File: src/rtl/core/kvote_pkg.sv
// Package of shared constants, payload types and register codes for the vote alarm.
`default_nettype none

package kvote_pkg;

	// Deepest window the history can hold, and the width of a timestamp.
	localparam int WINDOW_MAX = 32;
	localparam int TIME_BITS  = 32;

	// Widths that follow from the constants above or from the fixed register map.
	localparam int WIN_W      = $clog2(WINDOW_MAX + 1);
	localparam int CFG_W      = 6;
	localparam int COOL_W     = 32;
	localparam int VOTES_W    = 6;
	localparam int CMP_W      = (TIME_BITS > COOL_W) ? TIME_BITS : COOL_W;
	localparam int GROUP_BITS = 8;
	localparam int GROUPS     = (WINDOW_MAX + GROUP_BITS - 1) / GROUP_BITS;
	localparam int DATA_W     = 32;
	localparam int IDX_W      = 2;

	// Register indexes on the configuration port.
	typedef enum logic [IDX_W-1:0] {
		CFG_WINDOW_SIZE    = 2'd0,
		CFG_REQUIRED_VOTES = 2'd1,
		CFG_COOLDOWN_TICKS = 2'd2
	} cfg_idx_t;

	// Reset values of the registers.
	localparam logic [CFG_W-1:0]  WINDOW_SIZE_RST    = 6'd8;
	localparam logic [CFG_W-1:0]  REQUIRED_VOTES_RST = 6'd6;
	localparam logic [COOL_W-1:0] COOLDOWN_RST       = 32'd3000;

	// One input transaction.
	typedef struct packed {
		logic                 fall_seen;
		logic [TIME_BITS-1:0] timestamp;
		logic                 player_ready;
	} in_t;

	// One result transaction.
	typedef struct packed {
		logic               alarm;
		logic [VOTES_W-1:0] votes;
		logic               window_full;
		logic               config_error;
	} out_t;

	// Window status handed from the window unit to the top level.
	typedef struct packed {
		logic [WIN_W-1:0] count;
		logic             full;
	} win_stat_t;

endpackage

`default_nettype wire

File: src/rtl/core/k_of_n_vote_alarm.sv
// Top level of the k-of-n sliding-window vote alarm.
//
// Input transactions carry one detector verdict, a tick timestamp and a
// player-ready flag on a valid/ready channel. Every input transaction gives
// exactly one result transaction with the alarm flag, the vote count over
// the window, the window-full flag and the configuration error flag.
// An accepted transaction is held in an input register; once the result
// register is free or being taken, the vote count and alarm decision are
// formed from it and written to the result register, which offers the
// result to the receiver until it is taken.
// One transaction is accepted in every cycle while results are taken; the
// rate is set by the single pass through the vote count and cooldown compare.
// When the receiver stalls, the result register holds and the input register
// fills; input ready then drops until the result is taken.
// Asynchronous reset clears the history, fill count, episode latch and last
// alarm time, empties both registers and returns the configuration registers
// to window size 8, six required votes and a cooldown of 3000 ticks.
// Configuration is written through a plain write port; the user must write it only while idle, not enforced here.
`default_nettype none

module k_of_n_vote_alarm (
	input  wire                            clk,
	input  wire                            arst_n,
	input  wire                            in_valid,
	output logic                           in_ready,
	input  wire kvote_pkg::in_t            in_data,
	output logic                           out_valid,
	input  wire                            out_ready,
	output kvote_pkg::out_t                out_data,
	input  wire                            cfg_we,
	input  wire [kvote_pkg::IDX_W-1:0]     cfg_index,
	input  wire [kvote_pkg::DATA_W-1:0]    cfg_data
);

	logic [kvote_pkg::CFG_W-1:0]  window_size_q;
	logic [kvote_pkg::CFG_W-1:0]  required_votes_q;
	logic [kvote_pkg::COOL_W-1:0] cooldown_q;

	logic                 valid_s1;
	kvote_pkg::in_t       data_s1;
	logic                 out_valid_q;
	kvote_pkg::out_t      out_data_q;

	logic                        advance;
	logic                        fire;
	logic [kvote_pkg::WIN_W-1:0] win;
	logic                        cfg_err;
	logic                        wanted;
	logic                        alarm;
	kvote_pkg::win_stat_t        stat;
	kvote_pkg::out_t             result;

	// Configuration registers.
	always_ff @(posedge clk or negedge arst_n) begin
		if (!arst_n) begin
			window_size_q    <= kvote_pkg::WINDOW_SIZE_RST;
			required_votes_q <= kvote_pkg::REQUIRED_VOTES_RST;
			cooldown_q       <= kvote_pkg::COOLDOWN_RST;
		end else if (cfg_we) begin
			unique case (cfg_index)
				kvote_pkg::CFG_WINDOW_SIZE: begin
					window_size_q <= cfg_data[kvote_pkg::CFG_W-1:0];
				end
				kvote_pkg::CFG_REQUIRED_VOTES: begin
					required_votes_q <= cfg_data[kvote_pkg::CFG_W-1:0];
				end
				kvote_pkg::CFG_COOLDOWN_TICKS: begin
					cooldown_q <= cfg_data[kvote_pkg::COOL_W-1:0];
				end
				default: begin
				end
			endcase
		end
	end

	// Handshake: the pipeline moves whenever the result register is free or taken.
	assign advance  = !out_valid_q || out_ready;
	assign fire     = valid_s1 && advance;
	assign in_ready = !valid_s1 || advance;

	// Input register.
	always_ff @(posedge clk or negedge arst_n) begin
		if (!arst_n) begin
			valid_s1 <= 1'b0;
		end else if (in_ready) begin
			valid_s1 <= in_valid;
		end
	end

	always_ff @(posedge clk) begin
		if (in_ready && in_valid) begin
			data_s1 <= in_data;
		end
	end

	// Clamp the window and check the configuration.
	always_comb begin
		if (window_size_q > kvote_pkg::WINDOW_MAX) begin
			win = kvote_pkg::WIN_W'(kvote_pkg::WINDOW_MAX);
		end else begin
			win = kvote_pkg::WIN_W'(window_size_q);
		end
		cfg_err = (required_votes_q == '0) || (required_votes_q > window_size_q) ||
			(window_size_q > kvote_pkg::WINDOW_MAX);
		wanted  = !cfg_err && stat.full && (stat.count >= required_votes_q);
	end

	kvote_window u_window (
		.clk     (clk),
		.arst_n  (arst_n),
		.fire    (fire),
		.verdict (data_s1.fall_seen),
		.win     (win),
		.stat    (stat)
	);

	kvote_alarm u_alarm (
		.clk          (clk),
		.arst_n       (arst_n),
		.fire         (fire),
		.wanted       (wanted),
		.player_ready (data_s1.player_ready),
		.now          (data_s1.timestamp),
		.cooldown     (cooldown_q),
		.alarm        (alarm)
	);

	// Assemble the result transaction.
	always_comb begin
		result.alarm        = alarm;
		result.votes        = stat.count[kvote_pkg::VOTES_W-1:0];
		result.window_full  = stat.full;
		result.config_error = cfg_err;
	end

	// Result register.
	always_ff @(posedge clk or negedge arst_n) begin
		if (!arst_n) begin
			out_valid_q <= 1'b0;
		end else if (advance) begin
			out_valid_q <= valid_s1;
		end
	end

	always_ff @(posedge clk) begin
		if (fire) begin
			out_data_q <= result;
		end
	end

	assign out_valid = out_valid_q;
	assign out_data  = out_data_q;

	// An alarm needs a valid configuration and a full window.
	a_alarm_needs_full: assert property (@(posedge clk) disable iff (!arst_n)
		out_valid_q && out_data_q.alarm |->
			!out_data_q.config_error && out_data_q.window_full)
		else $error("alarm raised with invalid configuration or partial window");

	// A committed alarm carries at least the required votes.
	a_alarm_votes: assert property (@(posedge clk) disable iff (!arst_n)
		fire && alarm |-> stat.count >= required_votes_q)
		else $error("alarm raised below the vote threshold");

	// A held input transaction moves on whenever input ready is shown.
	a_ready_moves: assert property (@(posedge clk) disable iff (!arst_n)
		valid_s1 && in_ready |-> fire)
		else $error("input register overwritten before its transaction was committed");

	// A committed transaction always appears in the result register.
	a_fire_result: assert property (@(posedge clk) disable iff (!arst_n)
		fire |=> out_valid_q)
		else $error("committed transaction lost its result");

endmodule

`default_nettype wire

File: src/rtl/core/kvote_window.sv
// Verdict history shift register, fill counter and windowed vote count.
`default_nettype none

module kvote_window (
	input  wire                          clk,
	input  wire                          arst_n,
	input  wire                          fire,
	input  wire                          verdict,
	input  wire [kvote_pkg::WIN_W-1:0]   win,
	output kvote_pkg::win_stat_t         stat
);

	logic [kvote_pkg::WINDOW_MAX-1:0] hist_q;
	logic [kvote_pkg::WIN_W-1:0]      fill_q;
	logic [kvote_pkg::WINDOW_MAX-1:0] hist_next;
	logic [kvote_pkg::WIN_W-1:0]      fill_next;
	logic [kvote_pkg::WINDOW_MAX-1:0] masked;
	logic [kvote_pkg::WIN_W-1:0]      group_sum [kvote_pkg::GROUPS];
	logic [kvote_pkg::WIN_W-1:0]      total;

	// Next history and saturating fill count for the transaction at hand.
	always_comb begin
		if (kvote_pkg::WINDOW_MAX > 1) begin
			hist_next = {hist_q[kvote_pkg::WINDOW_MAX-2:0], verdict};
		end else begin
			hist_next = kvote_pkg::WINDOW_MAX'(verdict);
		end
		if (fill_q < kvote_pkg::WIN_W'(kvote_pkg::WINDOW_MAX)) begin
			fill_next = fill_q + 1'b1;
		end else begin
			fill_next = fill_q;
		end
	end

	// Keep only the newest win verdicts, then count them in groups of eight.
	always_comb begin
		for (int i = 0; i < kvote_pkg::WINDOW_MAX; i++) begin
			masked[i] = hist_next[i] && (i < win);
		end
		for (int g = 0; g < kvote_pkg::GROUPS; g++) begin
			group_sum[g] = '0;
			for (int b = 0; b < kvote_pkg::GROUP_BITS; b++) begin
				if (g * kvote_pkg::GROUP_BITS + b < kvote_pkg::WINDOW_MAX) begin
					group_sum[g] = group_sum[g] +
						kvote_pkg::WIN_W'(masked[g * kvote_pkg::GROUP_BITS + b]);
				end
			end
		end
		total = '0;
		for (int g = 0; g < kvote_pkg::GROUPS; g++) begin
			total = total + group_sum[g];
		end
	end

	assign stat.count = total;
	assign stat.full  = (fill_next >= win);

	// State advances only when the transaction is committed.
	always_ff @(posedge clk or negedge arst_n) begin
		if (!arst_n) begin
			hist_q <= '0;
			fill_q <= '0;
		end else if (fire) begin
			hist_q <= hist_next;
			fill_q <= fill_next;
		end
	end

endmodule

`default_nettype wire

File: src/rtl/core/kvote_alarm.sv
// Episode latch, cooldown check and last alarm time.
`default_nettype none

module kvote_alarm (
	input  wire                              clk,
	input  wire                              arst_n,
	input  wire                              fire,
	input  wire                              wanted,
	input  wire                              player_ready,
	input  wire [kvote_pkg::TIME_BITS-1:0]   now,
	input  wire [kvote_pkg::COOL_W-1:0]      cooldown,
	output logic                             alarm
);

	logic                            latched_q;
	logic [kvote_pkg::TIME_BITS-1:0] last_time_q;
	logic [kvote_pkg::TIME_BITS-1:0] elapsed;
	logic                            cool_ok;
	logic                            trigger;

	// Elapsed time wraps at the timestamp width.
	always_comb begin
		elapsed = now - last_time_q;
		cool_ok = (kvote_pkg::CMP_W'(elapsed) >= kvote_pkg::CMP_W'(cooldown));
		trigger = wanted && !latched_q && cool_ok;
		alarm   = trigger && player_ready;
	end

	// A transaction that does not want an alarm ends the episode.
	always_ff @(posedge clk or negedge arst_n) begin
		if (!arst_n) begin
			latched_q   <= 1'b0;
			last_time_q <= '0;
		end else if (fire) begin
			if (!wanted) begin
				latched_q <= 1'b0;
			end else if (trigger) begin
				latched_q <= 1'b1;
			end
			if (alarm) begin
				last_time_q <= now;
			end
		end
	end

endmodule

`default_nettype wire

File: config.mk
export PLATFORM = sky130hd
export DESIGN_NAME = k_of_n_vote_alarm
export DESIGN_NICKNAME = d
export VERILOG_FILES = /design/src/rtl/core/kvote_pkg.sv /design/src/rtl/core/k_of_n_vote_alarm.sv /design/src/rtl/core/kvote_window.sv /design/src/rtl/core/kvote_alarm.sv
export SDC_FILE = /design/constraint.sdc
export NUM_CORES = 1
export LEC_CHECK = 0
export BUFFER_PORTS_ARGS = -buffer_cell sky130_fd_sc_hd__buf_2
export CORE_ASPECT_RATIO = 0.9
export CORE_MARGIN = 5
export CORE_UTILIZATION = 40
export DETAILED_ROUTE_END_ITERATION = 10
export SLEW_MARGIN = 20
export SYNTH_ARGS = -nofsm -noshare
export SYNTH_HDL_FRONTEND = slang
export SYNTH_SLANG_ARGS = --single-unit
File: constraint.sdc
create_clock -name clk -period 22.8 [get_ports clk]
set_input_delay 2.28 -clock clk [delete_from_list [all_inputs] [get_ports clk]]
set_output_delay 2.28 -clock clk [all_outputs]
set_load 0.005 [all_outputs]
==> flow_summary.json, run 1 <==
{
  "synth_nets": 1173,
  "period_minus_slack_ns": 8.290,
  "setup_viol_count_final": 0,
  "yosys.area.top_type": "dfrtp_1",
  "syn-cell-area_mm2": 0.01015,
  "grt_pass1_wl_um": 36980,
  "max_freq_ghz": 0.1206,
  "power_density_mw_per_mm2": 112.3,
  "cts_resized": 0,
  "synth_cells": 979,
  "status": "complete, no violations",
  "async_flop_share": 0.7296,
  "synth.area.top_cells": "dfrtp_1, edfxtp_1, ha_1",
  "nFillCells": 2421,
  "grt_overflow": 0,
  "hold_class": "register to register",
  "fin_crit_sh": 0.3636,
  "h-tree-depth": 4,
  "critPathArrivalTime_ns": 8.61,
  "cts_num_sinks": 159,
  "slew_viol_final": 0,
  "rsz0062_at_grt": "no",
  "fin_tns_setup_ns": 0,
  "cp-start-kind": "register",
  "cts_hold_buf": 0,
  "antenna_found_initial": 1,
  "drt_wl_total_um": 22470,
  "placed_cells_incl_taps": 1378,
  "dieHeight_um": 161.1,
  "track_usage": 0.1631,
  "yosysWarnings": 0,
  "cts.reportedPaths.clkPinSlew_ns": 0.07,
  "drt-initial-drc-count": 465,
  "core_mm2": 0.02505,
  "fin_area_mm2": 0.01149,
  "postLayoutSetupSlackWorst_ns": 14.51,
  "synth_top_area_frac": 0.2613,
  "vias_per_cell": 5.011,
  "p_leak_nw": 5.361,
  "drc": 0,
  "dieArea_mm2": 0.02867,
  "critPathMaxStageDelay_ns": 0.56,
  "stdcell_count": 1410,
  "synth_edf_count": 43,
  "postRouteAntennaNets": 0,
  "ys_ff_latch": 159,
  "post_dp_cell_area_mm2": 0.01089,
  "mostFrequentLayoutCells": "nand2_1, inv_1, dfrtp_1, ha_1, buf_2",
  "worstPathRequired_ns": 23.12,
  "pin_count": 84,
  "gp_congestion": 0.8645,
  "cpMaxStageDelayCell": "fa_1",
  "dp_slack_ns": 14.49,
  "avgSynthCellArea_um2": 10.37,
  "antenna_cells": 0,
  "peakVddDrop_v": 0.00005287,
  "grt_max_degree": 69,
  "worstSkewPairLatency_ns": 0.44,
  "synthFlopType": "dfrtp_1",
  "power_mw": 1.290,
  "tightest_slew_ns": 0.9846,
  "ys_seq_area_frac": 0.4143,
  "numCtsBuffers": 17,
  "crit_top_cell": "fa_1",
  "syn2layout_area_growth_pct": 13.14,
  "endpoint_kind": "register",
  "core.rowCount": 55,
  "layout-drive-gt1-share": 0.2032,
  "utilization": 0.4585,
  "initial_core_util": 0.4053,
  "worst_slew_margin_rel": 0.3436,
  "hold_viol": 0,
  "root_buffer": "clkbuf_16",
  "cap_viol_max_count": 0,
  "grt_pass1_vias": 6976,
  "final_common_cell": "nand2_1",
  "cts_setup_buffers": 0,
  "via_count": 7065,
  "die_w_um": 177.9,
  "routedWlPerCell_um": 15.93,
  "port_buffers": 83,
  "clock_path_buffers": 2,
  "tritoncts": "done",
  "dp_hpwl_um": 16970,
  "path_max_fanout": 32,
  "synth.distinct_cells": 68,
  "fin_skew_ns": 0.01139,
  "fin_hold_ws_ns": 0.4868,
  "first_pass_iters": 5,
  "finalNetCount": 1249,
  "critPathKind": "register to register"
}
## cell type report
type | instances | area (um2) | area share
Clock buffer | 22 | 518.0 | 0.04510
Multi-Input combinational cell | 676 | 5384 | 0.4687
Sequential cell | 159 | 4207 | 0.3662
Inverter | 114 | 427.9 | 0.03725
Timing Repair Buffer | 87 | 447.9 | 0.03900
Clock inverter | 10 | 73.82 | 0.006427
Tap cell | 342 | 427.9 | 0.03725
## cells in the mapped netlist, types with 3 or more instances
library cell,count
buf_6,3
a211o_1,3
o21bai_1,6
nand3_1,14
mux2_4,30
o31ai_1,3
inv_1,111
mux2_2,42
ha_1,96
o21a_1,14
o21ai_1,4
xnor2_1,21
o211ai_1,4
nor2b_1,6
edfxtp_1,43
a21o_1,19
dfrtp_1,106
nor3_1,9
nand2_1,141
nand4_1,9
dfstp_2,10
clkbuf_1,25
a21oi_1,49
nand3b_1,3
fa_1,25
o2111ai_1,3
a2111oi_0,3
nand2b_1,11
xor2_1,16
a221oi_1,3
nor2_1,37
a211oi_1,5
a211oi_2,3
o21ai_0,44
a31oi_1,6
and4_1,5
a21boi_0,9
## power by group
part / total, mW / switching, mW / internal (mW)
clock: 0.282 / 0.120 / 0.162
combinational: 0.603 / 0.331 / 0.271
sequential: 0.405 / 0.0437 / 0.361
total: 1.29 / 0.495 / 0.795
## layer usage
metal  up-vias  share of wire  global-route usage
met3        23          0.050             0.03651
met4         2          0.017             0.05026
met5         -        0.00031                   0
met2       134           0.39              0.2110
met1      3372           0.54              0.2648
li1       3534              -                   -
## critical path, delay by kind of cell, from the launching register on
family | cells | cell delay [ns]
AO/OA/AOI/OAI | 7 | 1.42
adder cells (fa/ha/maj) | 9 | 3.89
buffers and inverters | 6 | 1.18
flip-flops | 1 | 0.52
multiplexers | 1 | 0.40
AND/OR/NAND/NOR | 5 | 0.71
## path summary, 6_finish.rpt
check,slack (ns),to,startpoint,cells after the start
setup / recovery,14.51,u_alarm.last_time_q[31],window_size_q[5],28
hold reg to reg,0.49,u_window.hist_q[2],u_window.hist_q[1],2
max in group asynchronous,19.55,cooldown_q[16],arst_n,2
min in group asynchronous,1.87,u_window.hist_q[7],arst_n,1
hold / removal,0.49,u_window.hist_q[2],u_window.hist_q[1],2
setup reg to reg,14.51,u_alarm.last_time_q[31],window_size_q[5],28
## cells by family after synthesis
logic type | Yosys count | synth area share
simple gates | 250 | 0.1117
compound gates | 196 | 0.1281
flops | 159 | 0.4143
buf+inv | 144 | 0.05546
fa+ha+maj | 121 | 0.1676
mux | 72 | 0.09095
xor+xnor | 37 | 0.03192
## flip-flops by register name (all words and copies together), names as in the netlist
| signal | cells |
|---|---|
| u_window.fill_q | 6 |
| out_data | 9 |
| window_size_q | 6 |
| u_window.hist_q | 31 |
| u_alarm.last_time_q | 32 |
| out_valid | 1 |
| cooldown_q | 32 |
| required_votes_q | 6 |
| data_s1 | 34 |
| u_alarm.latched_q | 1 |
| valid_s1 | 1 |
(Power assumes the default switching activity.)
==> run 2, diff against run 1 <==
Clock period 22.8 ns to 8.3 ns, I/O delays scaled along.
==> run 2 against run 1 <==
Total power rose to 2.8 times the previous value. Critical endpoint is now u_alarm.last_time_q[0]. Highest routed layer unchanged. Critical path type unchanged. Setup slack worse by 14 ns. Clock power rose to 2.7 times the previous value. Global-route usage up 0.12 points. Hold slack worse by 0.11 ns. Largest cell class unchanged. Cell count up 0.21%. Sequential power rose to 2.7 times the previous value. Via count up 1.8%.
==> flow_summary.json, run 2 (synthesis gave the netlist of run 1 again) <==
{
  "placed_cells_incl_taps": 1380,
  "grt_pass1_vias": 7058,
  "cap_viol_max_count": 0,
  "slew_viol_final": 0,
  "tightest_slew_ns": 1.014,
  "cts.reportedPaths.clkPinSlew_ns": 0.07,
  "period_minus_slack_ns": 7.694,
  "cp-start-kind": "register",
  "drt-initial-drc-count": 528,
  "grt_max_degree": 77,
  "utilization": 0.4599,
  "pin_count": 84,
  "syn2layout_area_growth_pct": 13.47,
  "fin_skew_ns": 0.009730,
  "drc": 0,
  "clock_path_buffers": 2,
  "root_buffer": "clkbuf_16",
  "initial_core_util": 0.4053,
  "hold_viol": 0,
  "h-tree-depth": 4,
  "use_met1": 0.2610,
  "final_common_cell": "nand2_1",
  "finalNetCount": 1252,
  "port_buffers": 83,
  "numCtsBuffers": 17,
  "nFillCells": 2434,
  "dp_hpwl_um": 17200,
  "register_area_mm2": 0.004208,
  "drt_wl_total_um": 22890,
  "mostFrequentLayoutCells": "nand2_1, inv_1, dfrtp_1, ha_1, buf_2",
  "first_pass_iters": 5,
  "reg_top3": "data_s1 x34, cooldown_q x32, u_alarm.last_time_q x32",
  "worstSkewPairLatency_ns": 0.44,
  "antenna_cells": 0,
  "power_density_mw_per_mm2": 308.9,
  "gp_congestion": 0.8609,
  "worstPathRequired_ns": 8.62,
  "endpoint_kind": "register",
  "die_w_um": 177.9,
  "core_mm2": 0.02505,
  "grtUsageMet3": 0.03908,
  "track_usage": 0.1643,
  "grt_overflow": 0,
  "multi_input_area_mm2": 0.005384,
  "hold_class": "primary input to asynchronous set/reset pin",
  "cts_num_sinks": 159,
  "layout-drive-gt1-share": 0.2054,
  "fin_hold_ws_ns": 0.3807,
  "status": "complete, no violations",
  "max_freq_ghz": 0.1300,
  "use_met2": 0.2208,
  "stdcell_count": 1413,
  "routedWlPerCell_um": 16.20,
  "r2r_cells": 24,
  "dp_slack_ns": 0.3983,
  "rsz0062_at_grt": "no",
  "rr_endpoint": "u_alarm.last_time_q[0]",
  "setup_viol_count_final": 0,
  "postRouteAntennaNets": 0,
  "tritoncts": "done",
  "antenna_found_initial": 2,
  "core.rowCount": 55,
  "vias_per_cell": 5.088,
  "postLayoutSetupSlackWorst_ns": 0.6060,
  "critPathKind": "register to register",
  "worst_slew_margin_rel": 0.3237,
  "cts_hold_buf": 0,
  "critPathArrivalTime_ns": 8.02,
  "largest_reg_flops": 34,
  "dieArea_mm2": 0.02867,
  "peakVddDrop_v": 0.0001782,
  "path_max_fanout": 32,
  "fin_tns_setup_ns": 0,
  "via_count": 7189,
  "fin_crit_sh": 0.9270,
  "largest_register": "data_s1",
  "dieHeight_um": 161.1,
  "p_leak_nw": 5.387,
  "grt_pass1_wl_um": 37280,
  "top_usage_layer": "met1",
  "r2r_start": "window_size_q[1]",
  "regToRegSetupSlack_ns": 0.61
}
[run 2: changes by cell type in the layout (fill, tap and decap cells not counted)]
cell and change:
inv_6 +2, inv_4 +2, dfrtp_2 +1, o21ai_0 -1, clkbuf_16 -1, clkinvlp_4 -3
o21ai_1 +1, buf_12 +1, clkbuf_1 +1, clkinv_4 -1, buf_4 +1, buf_16 +1
dfrtp_1 -1
[run 2: final cells by class]
| class | instances | area share |
|---|---|---|
| multi-input cells | 676 | 0.4674 |
| flip-flops and latches | 159 | 0.3653 |
| repair buffers | 90 | 0.04366 |
| clock buffers | 22 | 0.04312 |
| inverters | 114 | 0.03715 |
| well taps | 342 | 0.03715 |
| clock inverters | 10 | 0.006300 |
[run 2: metrics by stage]
| step | area (um2) | total power [mW] |
|---|---|---|
| after global routing | 11520 | 3.887 |
| after floorplan | 10150 | 2.351 |
| after detailed placement | 10920 | 2.799 |
| final | 11520 | 3.559 |
| after CTS | 11490 | 3.590 |
| after global placement | 10920 | 2.727 |
[run 2: worst max-delay path, stage by stage, from the launching register on]
cell      delay [ns]
dfrtp_1         0.51
o21ai_1         0.45
a21oi_1         0.13
o21a_1          0.19
ha_1            0.27
inv_1           0.05
fa_1            0.50
fa_1            0.51
fa_1            0.52
fa_1            0.51
fa_1            0.54
inv_1           0.05
fa_1            0.47
ha_1            0.24
fa_1            0.41
a21o_1          0.18
a21oi_1         0.17
xnor2_1         0.10
ha_1            0.27
nand2_1         0.04
o21ai_0         0.21
nand4b_1        0.23
nor4_4          0.32
buf_12          0.30
mux2_2          0.37
[run 2: what timing repair did]
action | in CTS | in global routing
buffers inserted | 0 | 0
resized for setup | 0 | 2
setup endpoints to repair | 0 | 32
[run 2: worst max-delay path by stage]
stage                     cells after the start  slack (ns)        startpoint                       to
after detailed placement                     24        0.40  window_size_q[1]   u_alarm.last_time_q[0]
after global placement                       24        0.57  window_size_q[1]  u_alarm.last_time_q[31]
after CTS                                    27        0.37  window_size_q[1]  u_alarm.last_time_q[31]
final                                        24        0.61  window_size_q[1]   u_alarm.last_time_q[0]
after floorplan                              26        1.03  window_size_q[3]  u_alarm.last_time_q[10]
after global routing                         27        0.03  window_size_q[1]   u_alarm.last_time_q[0]
[run 2: routing by layer]
metal	up-vias	wire length (um)
met2	141	9220
met5	-	21
met3	23	1015
met4	4	325
met1	3482	12300
li1	3539	-
[run 2: power by group]
group | leakage [nW] | total [mW] | internal [mW] | switching [mW]
combinational | 3.20 | 1.67 | 0.753 | 0.921
sequential | 1.90 | 1.11 | 0.992 | 0.121
clock | 0.286 | 0.771 | 0.429 | 0.342
